$ cat config.mk
export PLATFORM = sky130hd
export DESIGN_NAME = serial_frame_delimiter
export DESIGN_NICKNAME = d
export VERILOG_FILES = /design/src/rtl/core/sfd_pkg.sv /design/src/rtl/core/sfd_cfg.sv /design/src/rtl/core/sfd_frame.sv /design/src/rtl/core/sfd_out.sv /design/src/rtl/core/serial_frame_delimiter.sv
export SDC_FILE = /design/constraint.sdc
export NUM_CORES = 1
export LEC_CHECK = 0
export ABC_AREA = 1
export BUFFER_PORTS_ARGS = -buffer_cell sky130_fd_sc_hd__buf_2
export CAP_MARGIN = 20
export CORE_ASPECT_RATIO = 1.2
export CORE_MARGIN = 10
export CORE_UTILIZATION = 59
export CTS_BUF_LIST = sky130_fd_sc_hd__clkbuf_4 sky130_fd_sc_hd__clkbuf_8 sky130_fd_sc_hd__clkbuf_16
export CTS_CLUSTER_SIZE = 30
export DETAILED_ROUTE_END_ITERATION = 6
export PLACE_DENSITY = 0.82
export SYNTH_ARGS = -nofsm -noshare
export SYNTH_HDL_FRONTEND = slang
export SYNTH_SLANG_ARGS = --single-unit
$ cat constraint.sdc
create_clock -name clk -period 4.6 [get_ports clk]
set_clock_uncertainty 0.15 [all_clocks]
set_input_delay 0.46 -clock clk [delete_from_list [all_inputs] [get_ports clk]]
set_output_delay 0.46 -clock clk [all_outputs]
set_load 0.05 [all_outputs]
$ cat src/rtl/core/sfd_pkg.sv
// Shared types and constants for the serial frame delimiter.
// Used by sfd_cfg, sfd_frame, sfd_out and serial_frame_delimiter.
// No dependencies.
package sfd_pkg;

  // Field widths
  localparam int BYTE_W      = 8;
  localparam int MODE_W      = 2;
  localparam int TICKS_W     = 16;
  localparam int STOP_LEN_W  = 3;
  localparam int STOP_SEQ_W  = 32;
  localparam int STOP_SEQ_BYTES = STOP_SEQ_W / BYTE_W;
  localparam int CFG_IDX_W   = 2;
  localparam int CFG_DATA_W  = 32;

  // Defaults
  localparam int MAX_STOP_DEFAULT = 4;
  localparam logic [TICKS_W-1:0] IDLE_TICKS_RESET = TICKS_W'(10);

  // Framing modes
  localparam logic [MODE_W-1:0] MODE_PASS = 2'd0;
  localparam logic [MODE_W-1:0] MODE_IDLE = 2'd1;
  localparam logic [MODE_W-1:0] MODE_STOP = 2'd2;

  // Register indexes
  localparam logic [CFG_IDX_W-1:0] REG_FRAME_MODE    = 2'd0;
  localparam logic [CFG_IDX_W-1:0] REG_IDLE_TICKS    = 2'd1;
  localparam logic [CFG_IDX_W-1:0] REG_STOP_LENGTH   = 2'd2;
  localparam logic [CFG_IDX_W-1:0] REG_STOP_SEQUENCE = 2'd3;

  // Input kinds
  localparam logic FUNC_BYTE = 1'b0;
  localparam logic FUNC_TICK = 1'b1;

  // Register file contents seen by the framing logic
  typedef struct packed {
    logic [MODE_W-1:0]     frame_mode;
    logic [TICKS_W-1:0]    idle_ticks;
    logic [STOP_LEN_W-1:0] stop_length;
    logic [STOP_SEQ_W-1:0] stop_sequence;
    logic                  match_clr;
  } cfg_t;

  // One result item
  typedef struct packed {
    logic [BYTE_W-1:0] out_byte;
    logic              frame_last;
  } res_t;

endpackage

$ cat src/rtl/core/sfd_cfg.sv
// Configuration registers of the serial frame delimiter.
// Depends on sfd_pkg.
module sfd_cfg (
  input  logic                           clk,
  input  logic                           rst,
  input  logic                           cfg_valid,
  output logic                           cfg_ready,
  input  logic [sfd_pkg::CFG_IDX_W-1:0]  cfg_index,
  input  logic [sfd_pkg::CFG_DATA_W-1:0] cfg_data,
  output sfd_pkg::cfg_t                  cfg
);
  import sfd_pkg::*;

  logic [MODE_W-1:0]     frame_mode;
  logic [TICKS_W-1:0]    idle_ticks;
  logic [STOP_LEN_W-1:0] stop_length;
  logic [STOP_SEQ_W-1:0] stop_sequence;
  logic                  wr;

  assign cfg_ready = 1'b1;
  assign wr        = cfg_valid && cfg_ready;

  // Write one register per transaction
  always_ff @(posedge clk) begin
    if (rst) begin
      frame_mode    <= MODE_PASS;
      idle_ticks    <= IDLE_TICKS_RESET;
      stop_length   <= '0;
      stop_sequence <= '0;
    end else if (wr) begin
      unique case (cfg_index)
        REG_FRAME_MODE:    frame_mode    <= cfg_data[MODE_W-1:0];
        REG_IDLE_TICKS:    idle_ticks    <= cfg_data[TICKS_W-1:0];
        REG_STOP_LENGTH:   stop_length   <= cfg_data[STOP_LEN_W-1:0];
        REG_STOP_SEQUENCE: stop_sequence <= cfg_data[STOP_SEQ_W-1:0];
        default: ;
      endcase
    end
  end

  // Restart the match on every write to the stop length or stop sequence
  always_comb begin
    cfg.frame_mode    = frame_mode;
    cfg.idle_ticks    = idle_ticks;
    cfg.stop_length   = stop_length;
    cfg.stop_sequence = stop_sequence;
    cfg.match_clr     = wr && (cfg_index == REG_STOP_LENGTH ||
                               cfg_index == REG_STOP_SEQUENCE);
  end

endmodule

$ cat src/rtl/core/sfd_frame.sv
// Per-item framing logic: holds idle-mode byte, idle counter and match position.
// Depends on sfd_pkg.
module sfd_frame #(
  parameter int MAX_STOP = sfd_pkg::MAX_STOP_DEFAULT
) (
  input  logic                       clk,
  input  logic                       rst,
  input  logic                       accept,
  input  logic                       func,
  input  logic [sfd_pkg::BYTE_W-1:0] rx_byte,
  input  sfd_pkg::cfg_t              cfg,
  output logic                       res_valid,
  output sfd_pkg::res_t              res
);
  import sfd_pkg::*;

  localparam int POS_W = $clog2(MAX_STOP + 1);

  logic [BYTE_W-1:0]  held_byte, held_byte_next;
  logic               held_valid, held_valid_next;
  logic [TICKS_W-1:0] idle_count, idle_count_next;
  logic [POS_W-1:0]   match_pos, match_pos_next;

  logic [POS_W-1:0]   len;
  logic [POS_W-1:0]   pos_cur;
  logic [POS_W-1:0]   pos_new;
  logic [BYTE_W-1:0]  stop_at_pos;
  logic [BYTE_W-1:0]  stop_first;
  logic [TICKS_W:0]   limit;
  logic [TICKS_W:0]   count_inc;
  logic [MODE_W-1:0]  mode;
  logic [BYTE_W-1:0]  stop_bytes [MAX_STOP];

  // Saturate the stop length to the supported depth
  always_comb begin
    if (32'(cfg.stop_length) > MAX_STOP) len = POS_W'(MAX_STOP);
    else                                 len = POS_W'(cfg.stop_length);
  end

  // Unpack stop bytes; positions past the register read as zero
  always_comb begin
    for (int i = 0; i < MAX_STOP; i++) begin
      if (i < STOP_SEQ_BYTES) stop_bytes[i] = cfg.stop_sequence[BYTE_W*i +: BYTE_W];
      else                    stop_bytes[i] = '0;
    end
  end

  // Select the stop byte expected at the current match position
  always_comb begin
    pos_cur     = (match_pos >= len) ? '0 : match_pos;
    stop_at_pos = '0;
    for (int i = 0; i < MAX_STOP; i++) begin
      if (pos_cur == POS_W'(i)) stop_at_pos = stop_bytes[i];
    end
    stop_first = stop_bytes[0];
    if (rx_byte == stop_at_pos)     pos_new = pos_cur + POS_W'(1);
    else if (rx_byte == stop_first) pos_new = POS_W'(1);
    else                            pos_new = '0;
  end

  // Empty stop sequence falls back to idle framing
  always_comb begin
    mode = cfg.frame_mode;
    if (mode == MODE_STOP && len == '0) mode = MODE_IDLE;
  end

  assign limit     = (cfg.idle_ticks == '0) ? (TICKS_W+1)'(1) : {1'b0, cfg.idle_ticks};
  assign count_inc = {1'b0, idle_count} + (TICKS_W+1)'(1);

  // Decide the result and next state for one item
  always_comb begin
    held_byte_next  = held_byte;
    held_valid_next = held_valid;
    idle_count_next = idle_count;
    match_pos_next  = match_pos;
    res_valid       = 1'b0;
    res.out_byte    = rx_byte;
    res.frame_last  = 1'b1;
    if (func == FUNC_TICK) begin
      if (held_valid) begin
        if (count_inc >= limit) begin
          res_valid       = 1'b1;
          res.out_byte    = held_byte;
          held_valid_next = 1'b0;
          idle_count_next = '0;
        end else begin
          idle_count_next = count_inc[TICKS_W-1:0];
        end
      end
    end else begin
      unique case (mode)
        MODE_IDLE: begin
          res_valid       = held_valid;
          res.out_byte    = held_byte;
          res.frame_last  = 1'b0;
          held_byte_next  = rx_byte;
          held_valid_next = 1'b1;
          idle_count_next = '0;
        end
        MODE_STOP: begin
          res_valid = 1'b1;
          if (pos_new >= len) begin
            match_pos_next = '0;
          end else begin
            match_pos_next = pos_new;
            res.frame_last = 1'b0;
          end
        end
        default: res_valid = 1'b1;
      endcase
    end
  end

  // Advance state on each accepted transaction; a stop length or sequence write clears the match position
  always_ff @(posedge clk) begin
    if (rst) begin
      held_valid <= 1'b0;
      held_byte  <= '0;
      idle_count <= '0;
      match_pos  <= '0;
    end else begin
      if (accept) begin
        held_valid <= held_valid_next;
        held_byte  <= held_byte_next;
        idle_count <= idle_count_next;
      end
      if (cfg.match_clr)   match_pos <= '0;
      else if (accept)     match_pos <= match_pos_next;
    end
  end

  // Counter only runs while a byte is held
  a_idle_cnt_zero: assert property (@(posedge clk) disable iff (rst)
    !held_valid |-> idle_count == '0)
    else $error("idle counter running with nothing held");

  // Stored match position stays below the maximum stop depth
  a_match_bound: assert property (@(posedge clk) disable iff (rst)
    match_pos < POS_W'(MAX_STOP))
    else $error("match position out of range");

  // A tick with nothing held produces no result
  a_tick_empty: assert property (@(posedge clk) disable iff (rst)
    (accept && func == FUNC_TICK && !held_valid) |-> !res_valid)
    else $error("result from tick with nothing held");

endmodule

$ cat src/rtl/core/sfd_out.sv
// Output register of the serial frame delimiter; drives the master stream.
// Depends on sfd_pkg.
module sfd_out (
  input  logic                       clk,
  input  logic                       rst,
  input  logic                       load,
  input  sfd_pkg::res_t              res,
  output logic                       room,
  output logic                       m_tvalid,
  input  logic                       m_tready,
  output logic [sfd_pkg::BYTE_W-1:0] m_tdata,
  output logic                       m_tlast
);
  import sfd_pkg::*;

  // Register is free when empty or being drained this cycle
  assign room = !m_tvalid || m_tready;

  // Hold the result until the consumer takes it
  always_ff @(posedge clk) begin
    if (rst) begin
      m_tvalid <= 1'b0;
    end else if (room) begin
      m_tvalid <= load;
    end
  end

  always_ff @(posedge clk) begin
    if (load && room) begin
      m_tdata <= res.out_byte;
      m_tlast <= res.frame_last;
    end
  end

  // Loading only happens when there is space
  a_load_room: assert property (@(posedge clk) disable iff (rst)
    load |-> room)
    else $error("result loaded over a pending transaction");

  // A loaded result is presented next cycle
  a_load_shows: assert property (@(posedge clk) disable iff (rst)
    load |=> m_tvalid)
    else $error("loaded result not presented");

  // Output drops only after a completed transaction
  a_drop_after_take: assert property (@(posedge clk) disable iff (rst)
    $fell(m_tvalid) |-> $past(m_tready))
    else $error("result dropped without transaction");

endmodule

$ cat src/rtl/core/serial_frame_delimiter.sv
// Serial frame delimiter top level: splits a byte stream into frames.
// Depends on sfd_pkg, sfd_cfg, sfd_frame, sfd_out.
//
// Usage:
//   Slave stream s_*: s_tdata carries a received byte, s_tuser says what the
//   transaction is (0 a byte, 1 one idle time tick elapsed).
//   Master stream m_*: m_tdata is the byte passed on, m_tlast marks the last
//   byte of a frame. A transaction in yields zero or one transaction out.
//   Config channel cfg_*: index 0 frame_mode, 1 idle_ticks, 2 stop_length,
//   3 stop_sequence; always ready. Write only while the block is idle.
// Timing:
//   One input transaction per cycle while m_* is not stalled; its result appears on m_* the cycle
//   after it is accepted. All per-item work is a byte compare and a 16-bit
//   counter step between the slave handshake and the output register.
// Reset:
//   rst clears held byte, idle counter and match position, and sets the
//   registers to pass-through mode, 10 idle ticks, no stop sequence.
// Backpressure:
//   While m_tready is low and a result is pending, s_tready drops; no item
//   is taken or lost until the output register drains.
module serial_frame_delimiter #(
  parameter int MAX_STOP = sfd_pkg::MAX_STOP_DEFAULT
) (
  input  logic                           clk,
  input  logic                           rst,
  input  logic                           s_tvalid,
  output logic                           s_tready,
  input  logic [sfd_pkg::BYTE_W-1:0]     s_tdata,   // [7:0] rx_byte
  input  logic                           s_tuser,   // [0] func
  output logic                           m_tvalid,
  input  logic                           m_tready,
  output logic [sfd_pkg::BYTE_W-1:0]     m_tdata,   // [7:0] out_byte
  output logic                           m_tlast,
  input  logic                           cfg_valid,
  output logic                           cfg_ready,
  input  logic [sfd_pkg::CFG_IDX_W-1:0]  cfg_index,
  input  logic [sfd_pkg::CFG_DATA_W-1:0] cfg_data
);
  import sfd_pkg::*;

  cfg_t cfg;
  res_t res;
  logic res_valid;
  logic room;
  logic accept;

  assign s_tready = room;
  assign accept   = s_tvalid && s_tready;

  sfd_cfg u_cfg (
    .clk       (clk),
    .rst       (rst),
    .cfg_valid (cfg_valid),
    .cfg_ready (cfg_ready),
    .cfg_index (cfg_index),
    .cfg_data  (cfg_data),
    .cfg       (cfg)
  );

  sfd_frame #(
    .MAX_STOP (MAX_STOP)
  ) u_frame (
    .clk       (clk),
    .rst       (rst),
    .accept    (accept),
    .func      (s_tuser),
    .rx_byte   (s_tdata),
    .cfg       (cfg),
    .res_valid (res_valid),
    .res       (res)
  );

  sfd_out u_out (
    .clk      (clk),
    .rst      (rst),
    .load     (accept && res_valid),
    .res      (res),
    .room     (room),
    .m_tvalid (m_tvalid),
    .m_tready (m_tready),
    .m_tdata  (m_tdata),
    .m_tlast  (m_tlast)
  );

endmodule

# After elaboration in Yosys (flattened, before gate mapping)
# Index checks and enable logic that the tools add are counted.
# classes
n_eq_ne,12
n_lt_le_gt_ge,4
reduce_logical,22
mux,29
n_shift,0
div_mod_pow,0
n_mul,0
add_sub_neg,2
bitwise_logic,1
# op_table
op,n
16-bit 2-to-1 mux,5
8-bit 2-to-1 mux,8
16-bit by 1-bit adder with 17-bit output (second input constant),1
17-bit >= comparator,1
8-bit equality test,2
16-bit logical NOT,1
3-bit 2-to-1 mux,4
1-bit 2-to-1 mux,10
2-bit AND reduction,5
3-bit AND reduction,3
2-bit equality test (second input constant),4
3-bit by 2-bit equality test with 1-bit output (second input constant),2
3-bit >= comparator,2
3-bit logical NOT,2
1-bit logical AND,5
2-bit by 1-bit equality test with 1-bit output (second input constant),2
3-bit by 1-bit adder with 3-bit output (second input constant),1
3-bit by 1-bit equality test with 1-bit output (second input constant),1
3-bit > comparator (second input constant),1
2-bit logical NOT,1
1-bit logical OR,2
2-bit 2-to-1 mux,1
2-bit by 1-bit inequality test with 1-bit output (second input constant),1
1-bit case mux with 2 select lines,1
other kinds (4),4
# totals
memories,0
ramBits,0
elab_cells,81
register_bits,91
latch_bits,0
romBits,0
in_bits,48
out_inout_bits,12

# Logic depth before layout (Yosys ltp)
# logic_depth
depth_word,14
mapped_depth,30
mapped_depth_nobuf,29

# By module
# A second synthesis with hierarchy kept.
# unflattened
hier_cells,836
hier_area_um2,5546.6
# modules_own_cells
module,seq_area_each_um2,n_inst,area_each_um2,cells_each
sfd_frame,560.5,1,3004.1,475
sfd_cfg,1061.0,1,2207.1,342
sfd_out,290.3,1,317.8,15
serial_frame_delimiter,0.0,1,17.5,4

# Least setup slack after synthesis
# OpenSTA, ideal clock, no wires.
# synth_timing
kind,reg2reg
from,reg u_cfg.stop_length[2]
to,"reg u_out.m_tlast, data pin"
synth_period_minus_slack_ns,3.538
setup_ns,0.258
arrival_time_ns,3.129
n_path_buf,1
slack_ns,1.062
t_required_ns,4.192
path_stages_with_launch,28
path_cell_list,dfxtp_1 > inv_1 > nand2_1 > ha_1 > nand2_1 > inv_1 > nand2_2 > nand3_1 > inv_1 > ha_1 > ha_1 > clkbuf_2 > inv_1 > o21ai_0 > inv_1 > nand2_1 > nand2_1 > nand2_1 > nand2_1 > nand2_1 > nor2_2 > nand2_2 > nor2_2 > ha_1 > a21oi_1 > o211ai_1 > o21ai_0 > nand2_1
# synth_via
elab_chain_len,14
elab_cells_between_ends,23
cone_classes,1 x add/sub; 3 x order compare; 6 x eq/ne; 10 x mux; 3 x reduce/logical
# synth_rtl
element,line,text
"start, declared",sfd_cfg.sv:16,logic [STOP_LEN_W-1:0] stop_length;
"start signal, assigned",sfd_cfg.sv:34,REG_STOP_LENGTH: stop_length <= cfg_data[STOP_LEN_W-1:0];
3-bit > comparator,sfd_frame.sv:36,if (32'(cfg.stop_length) > MAX_STOP) len = POS_W'(MAX_STOP);
3-bit 2-to-1 mux (*),sfd_frame.sv:36,
3-bit >= comparator,sfd_frame.sv:50,pos_cur = (match_pos >= len) ? '0 : match_pos;
3-bit 2-to-1 mux,sfd_frame.sv:50,
3-bit logical NOT,sfd_frame.sv:53,if (pos_cur == POS_W'(i)) stop_at_pos = stop_bytes[i];
8-bit 2-to-1 mux (4 in series),sfd_frame.sv:53,
8-bit equality test,sfd_frame.sv:56,if (rx_byte == stop_at_pos) pos_new = pos_cur + POS_W'(1);
3-bit 2-to-1 mux,sfd_frame.sv:56,
3-bit >= comparator,sfd_frame.sv:102,if (pos_new >= len) begin
1-bit 2-to-1 mux,sfd_frame.sv:102,
1-bit case mux with 2 select lines (*),sfd_frame.sv:91,unique case (mode)
"end signal, assigned",sfd_out.sv:31,m_tlast <= res.frame_last;
"end, declared",sfd_out.sv:12,output logic m_tlast
# Mark *: on every way between the ends. The rest lies on a longest branch, timed or not.
# A chain may end at the register's enable or synchronous reset.

# Final worst setup path
# Same ends and word-level chain as after synthesis.

==> summary.md <==
| Metric | Value |
|---|---|
| Outcome | finished with violations |
| Failing checks | design-rule violations |
| CTS tree | built |
| Area share of the largest cell type after synthesis | 0.323 |
| FF+latch count, synth | between 90 and 100 |
| Initial drt markers | between 300 and 400 |
| Register-to-register setup slack | between 0.4 and 0.5 ns |
| Fin. max-slew vios | 0 |
| Register Area | about 1900 um2 |
| CP Max Fanout | 9 |
| Lkg Pwr | 0.00242 uW |
| CTS sink count | 91 |
| Initial core utilization | 0.600 |
| IO Pins | 60 |
| Post-Syn Area | around 5000 um2 |
| Clock slew at reported path FFs | 0.09 ns |
| Largest net degree at the start of global routing | 48 |
| CTS Buf Count | 9 |
| Initial antenna violation count | 0 |
| Power Density | between 200 and 300 nW/um2 |
| Proportion of layout cells with a drive suffix above 1 | 0.130 |
| Placed instance area | 5390 um2 |
| NetSw | 448 uW |
| Skew-Pair Late Insertion Delay | 0.38 ns |
| Cell area after layout | around 5600 um2 |
| Longest Clk Path Bufs | 2 |
| Final Hold Viols | 0 |
| Register share of total power | 0.529 |
| IO buf count | between 50 and 60 |
| Highest clock rate | ~0.24 GHz |
| Post-synth cell types | 37 |
| Number of synthesized flops with an enable pin | 9 |
| Post-layout net count | 834 |
| Max Cap Viol | 0 |
| Area of the multi-input gates | 2690 um2 |
| Power share of the combinational group | 0.130 |
| Setup TNS | 0 ns |
| Std-Cell Core Area | around 8500 um2 |
| VDD IR max | approximately 0.15 mV |
| Die X | 105 um |
| Vias | approximately 4800 |
| Register area share after synthesis | 0.376 |
| Synth Net Count | 793 |
| Clock power share | 0.342 |
| Largest cells by area after synthesis | dfxtp_1 (32%), nand2_1 (12%), a21oi_1 (8.8%) |
| Most used cell, CP | nand2_1 |
| Slowest stage delay, CP | about 0.35 ns |
| Cell with the largest stage delay on the worst path | ha_1 |
| Post-route ant nets | 0 |
| Gr usage total | 0.206 |
| H-Tree Depth | 3 |
| Post_cts resized | 0 |
| Hold Path Class | input port to register |
| Main flop type after synthesis | dfxtp_1 |
| # rows | 37 |
| DR vias/cell | around 5.5 |
| Wire per inst | 14.9 um |
| Worst rel slew slack | 0.479 |
| Die Area | about 13000 um2 |
| Global route total overflow | 0 |
| # setup viols final | 0 |
| Worst Path Required | between 4 and 5 ns |
| Post-CTS setup buffer count | 0 |
| WL final | between 10 and 15 mm |
| # hold bufs at CTS | 0 |
| Detailed Place HPWL | between 10 and 15 mm |
| Global-route wire length before repair | 21.4 mm |
| Number of global-route vias before repair | between 4000 and 5000 |
| ANT cells | 0 |
| Least-Margin Pin Slew | 0.775 ns |
| Internal cell power | around 1200 uW |
| FFs w/ async S/R, synth | 0 |
| Time the worst path needs with I/O delays and setup | around 4.1 ns |
| Fillers | 765 |
| Pre-antenna DRT Iters | 7 |
| Cell count after synthesis | 718 |
| Area delta synth->final | 9.79% |
| Final period util | 0.893 |
| CTS root buf | clkbuf_8 |
| Sw frac | 0.280 |
| Yosys warns | 0 |
| Final GP Congestion | ~0.9 |
| Avg Inst Size Synth | a little over 7 um2 |
| Critical path endpoint category | register |
| Die Y | about 120 um |
| Area leader, netlist | dfxtp_1 |
| RSZ-0062 raised after global routing | no |
| CP Launch Type | register |
| DR DRC count | 1 |
| Crit path DAT | 4.08 ns |
| Setup CP Type | register to register |
[layer usage]
| layer | vias up | wire [um] | GRT usage |
|---|---|---|---|
| met3 | 36 | 659 | 0.0343 |
| met4 | 0 | 467 | 0.111 |
| li1 | 2459 | - | - |
| met5 | - | 0 | 0 |
| met2 | 145 | 6570 | 0.363 |
| met1 | 2199 | 5430 | 0.235 |
[cells in the final DEF, fill, tap and decap left out, types with 2 or more instances in the layout]
master / count
a21oi_1: 89
buf_4: 4
dfxtp_1: 82
o211ai_1: 3
clkinv_1: 3
xor2_1: 5
nand2_2: 4
inv_1: 81
xnor2_1: 7
a22oi_1: 8
nor2_1: 40
nand2_1: 158
o21ai_1: 4
nor2_2: 7
ha_1: 27
buf_2: 58
clkbuf_4: 2
edfxtp_1: 9
nand3_2: 6
nor4_1: 5
clkbuf_8: 10
nand4_1: 9
nor3_1: 2
o21ai_0: 64
nand3_1: 62
o21a_1: 2
clkinvlp_4: 2
[cells by family after synthesis]
| kind of cell | Yosys count | share of synthesized area |
|---|---|---|
| xor+xnor | 12 | 0.0207 |
| other cells | 1 | 0.000737 |
| compound gates | 176 | 0.185 |
| flops | 91 | 0.376 |
| buf+inv | 117 | 0.0960 |
| simple gates | 294 | 0.255 |
| fa+ha+maj | 27 | 0.0664 |
[final timing paths]
check | start | end | depth (start not counted)
worst max-delay path | u_cfg.stop_length[2] | u_out.m_tlast | 25
worst min-delay path | cfg_data[25] | u_cfg.stop_sequence[25] | 3
worst max register to register | u_cfg.stop_length[2] | u_out.m_tlast | 25
worst min register to register | u_cfg.stop_sequence[23] | u_cfg.stop_sequence[23] | 2
[stage by stage]
| step | hold slack, ns | std cells | total power [uW] | utilization | worst slack [ns] |
|---|---|---|---|---|---|
| floorplan | 0.280 | 718 | 1000 | - | 1.06 |
| global placement | 0.300 | 864 | 1060 | 0.635 | 0.584 |
| detailed placement | 0.307 | 865 | 1070 | 0.636 | 0.502 |
| CTS | 0.190 | 881 | 1610 | 0.659 | 0.472 |
| global route | 0.197 | 881 | 1660 | 0.659 | 0.0511 |
| finish | 0.192 | 881 | 1600 | 0.659 | 0.493 |
[cells in the mapped netlist, types with 4 or more instances]
cell type and number:
nor2_2 7, nand4_1 9, clkbuf_1 21, a22oi_1 8
nand2_2 4, o21ai_0 64, dfxtp_1 82, nand2_1 158
o21ai_1 4, nand3_2 6, nor2_1 40, nor4_1 5
buf_4 4, inv_1 81, edfxtp_1 9, xor2_1 5
ha_1 27, nand3_1 62, a21oi_1 89, xnor2_1 7
[sequential cells by signal, indices dropped and copies added, names as in the netlist]
signal and count:
u_frame.idle_count 16, u_out.m_tdata 8, u_cfg.stop_sequence 32, u_frame.held_valid 1, u_frame.match_pos 3, u_out.m_tlast 1
u_frame.held_byte 8, u_cfg.idle_ticks 16, u_cfg.stop_length 3, u_out.m_tvalid 1, u_cfg.frame_mode 2
[critical path, delay by kind of cell, from the launching register on]
| kind | cells | cell delay, ns |
|---|---|---|
| buffers and inverters | 4 | 0.42 |
| adders and majority gates | 4 | 1.09 |
| AOI/OAI and AO/OA | 3 | 0.52 |
| DFF | 1 | 0.33 |
| and+or+nand+nor | 14 | 1.35 |
[power groups by stage]
stage / clock network [uW] / logic (uW) / registers, uW
after detailed placement: 0 / 205 / 865
after floorplan: 0 / 124 / 877
after global placement: 0 / 199 / 864
after global routing: 581 / 232 / 850
final: 547 / 208 / 847
after CTS: 553 / 207 / 846
[layout make-up]
type,instances,area share
Tap cell,117,0.0262
Inverter,85,0.0576
Clock inverter,3,0.00359
Timing Repair Buffer,62,0.0574
Multi-Input combinational cell,510,0.481
Clock buffer,13,0.0318
Sequential cell,91,0.342
Note: power is estimated with default switching activity, not from simulation.
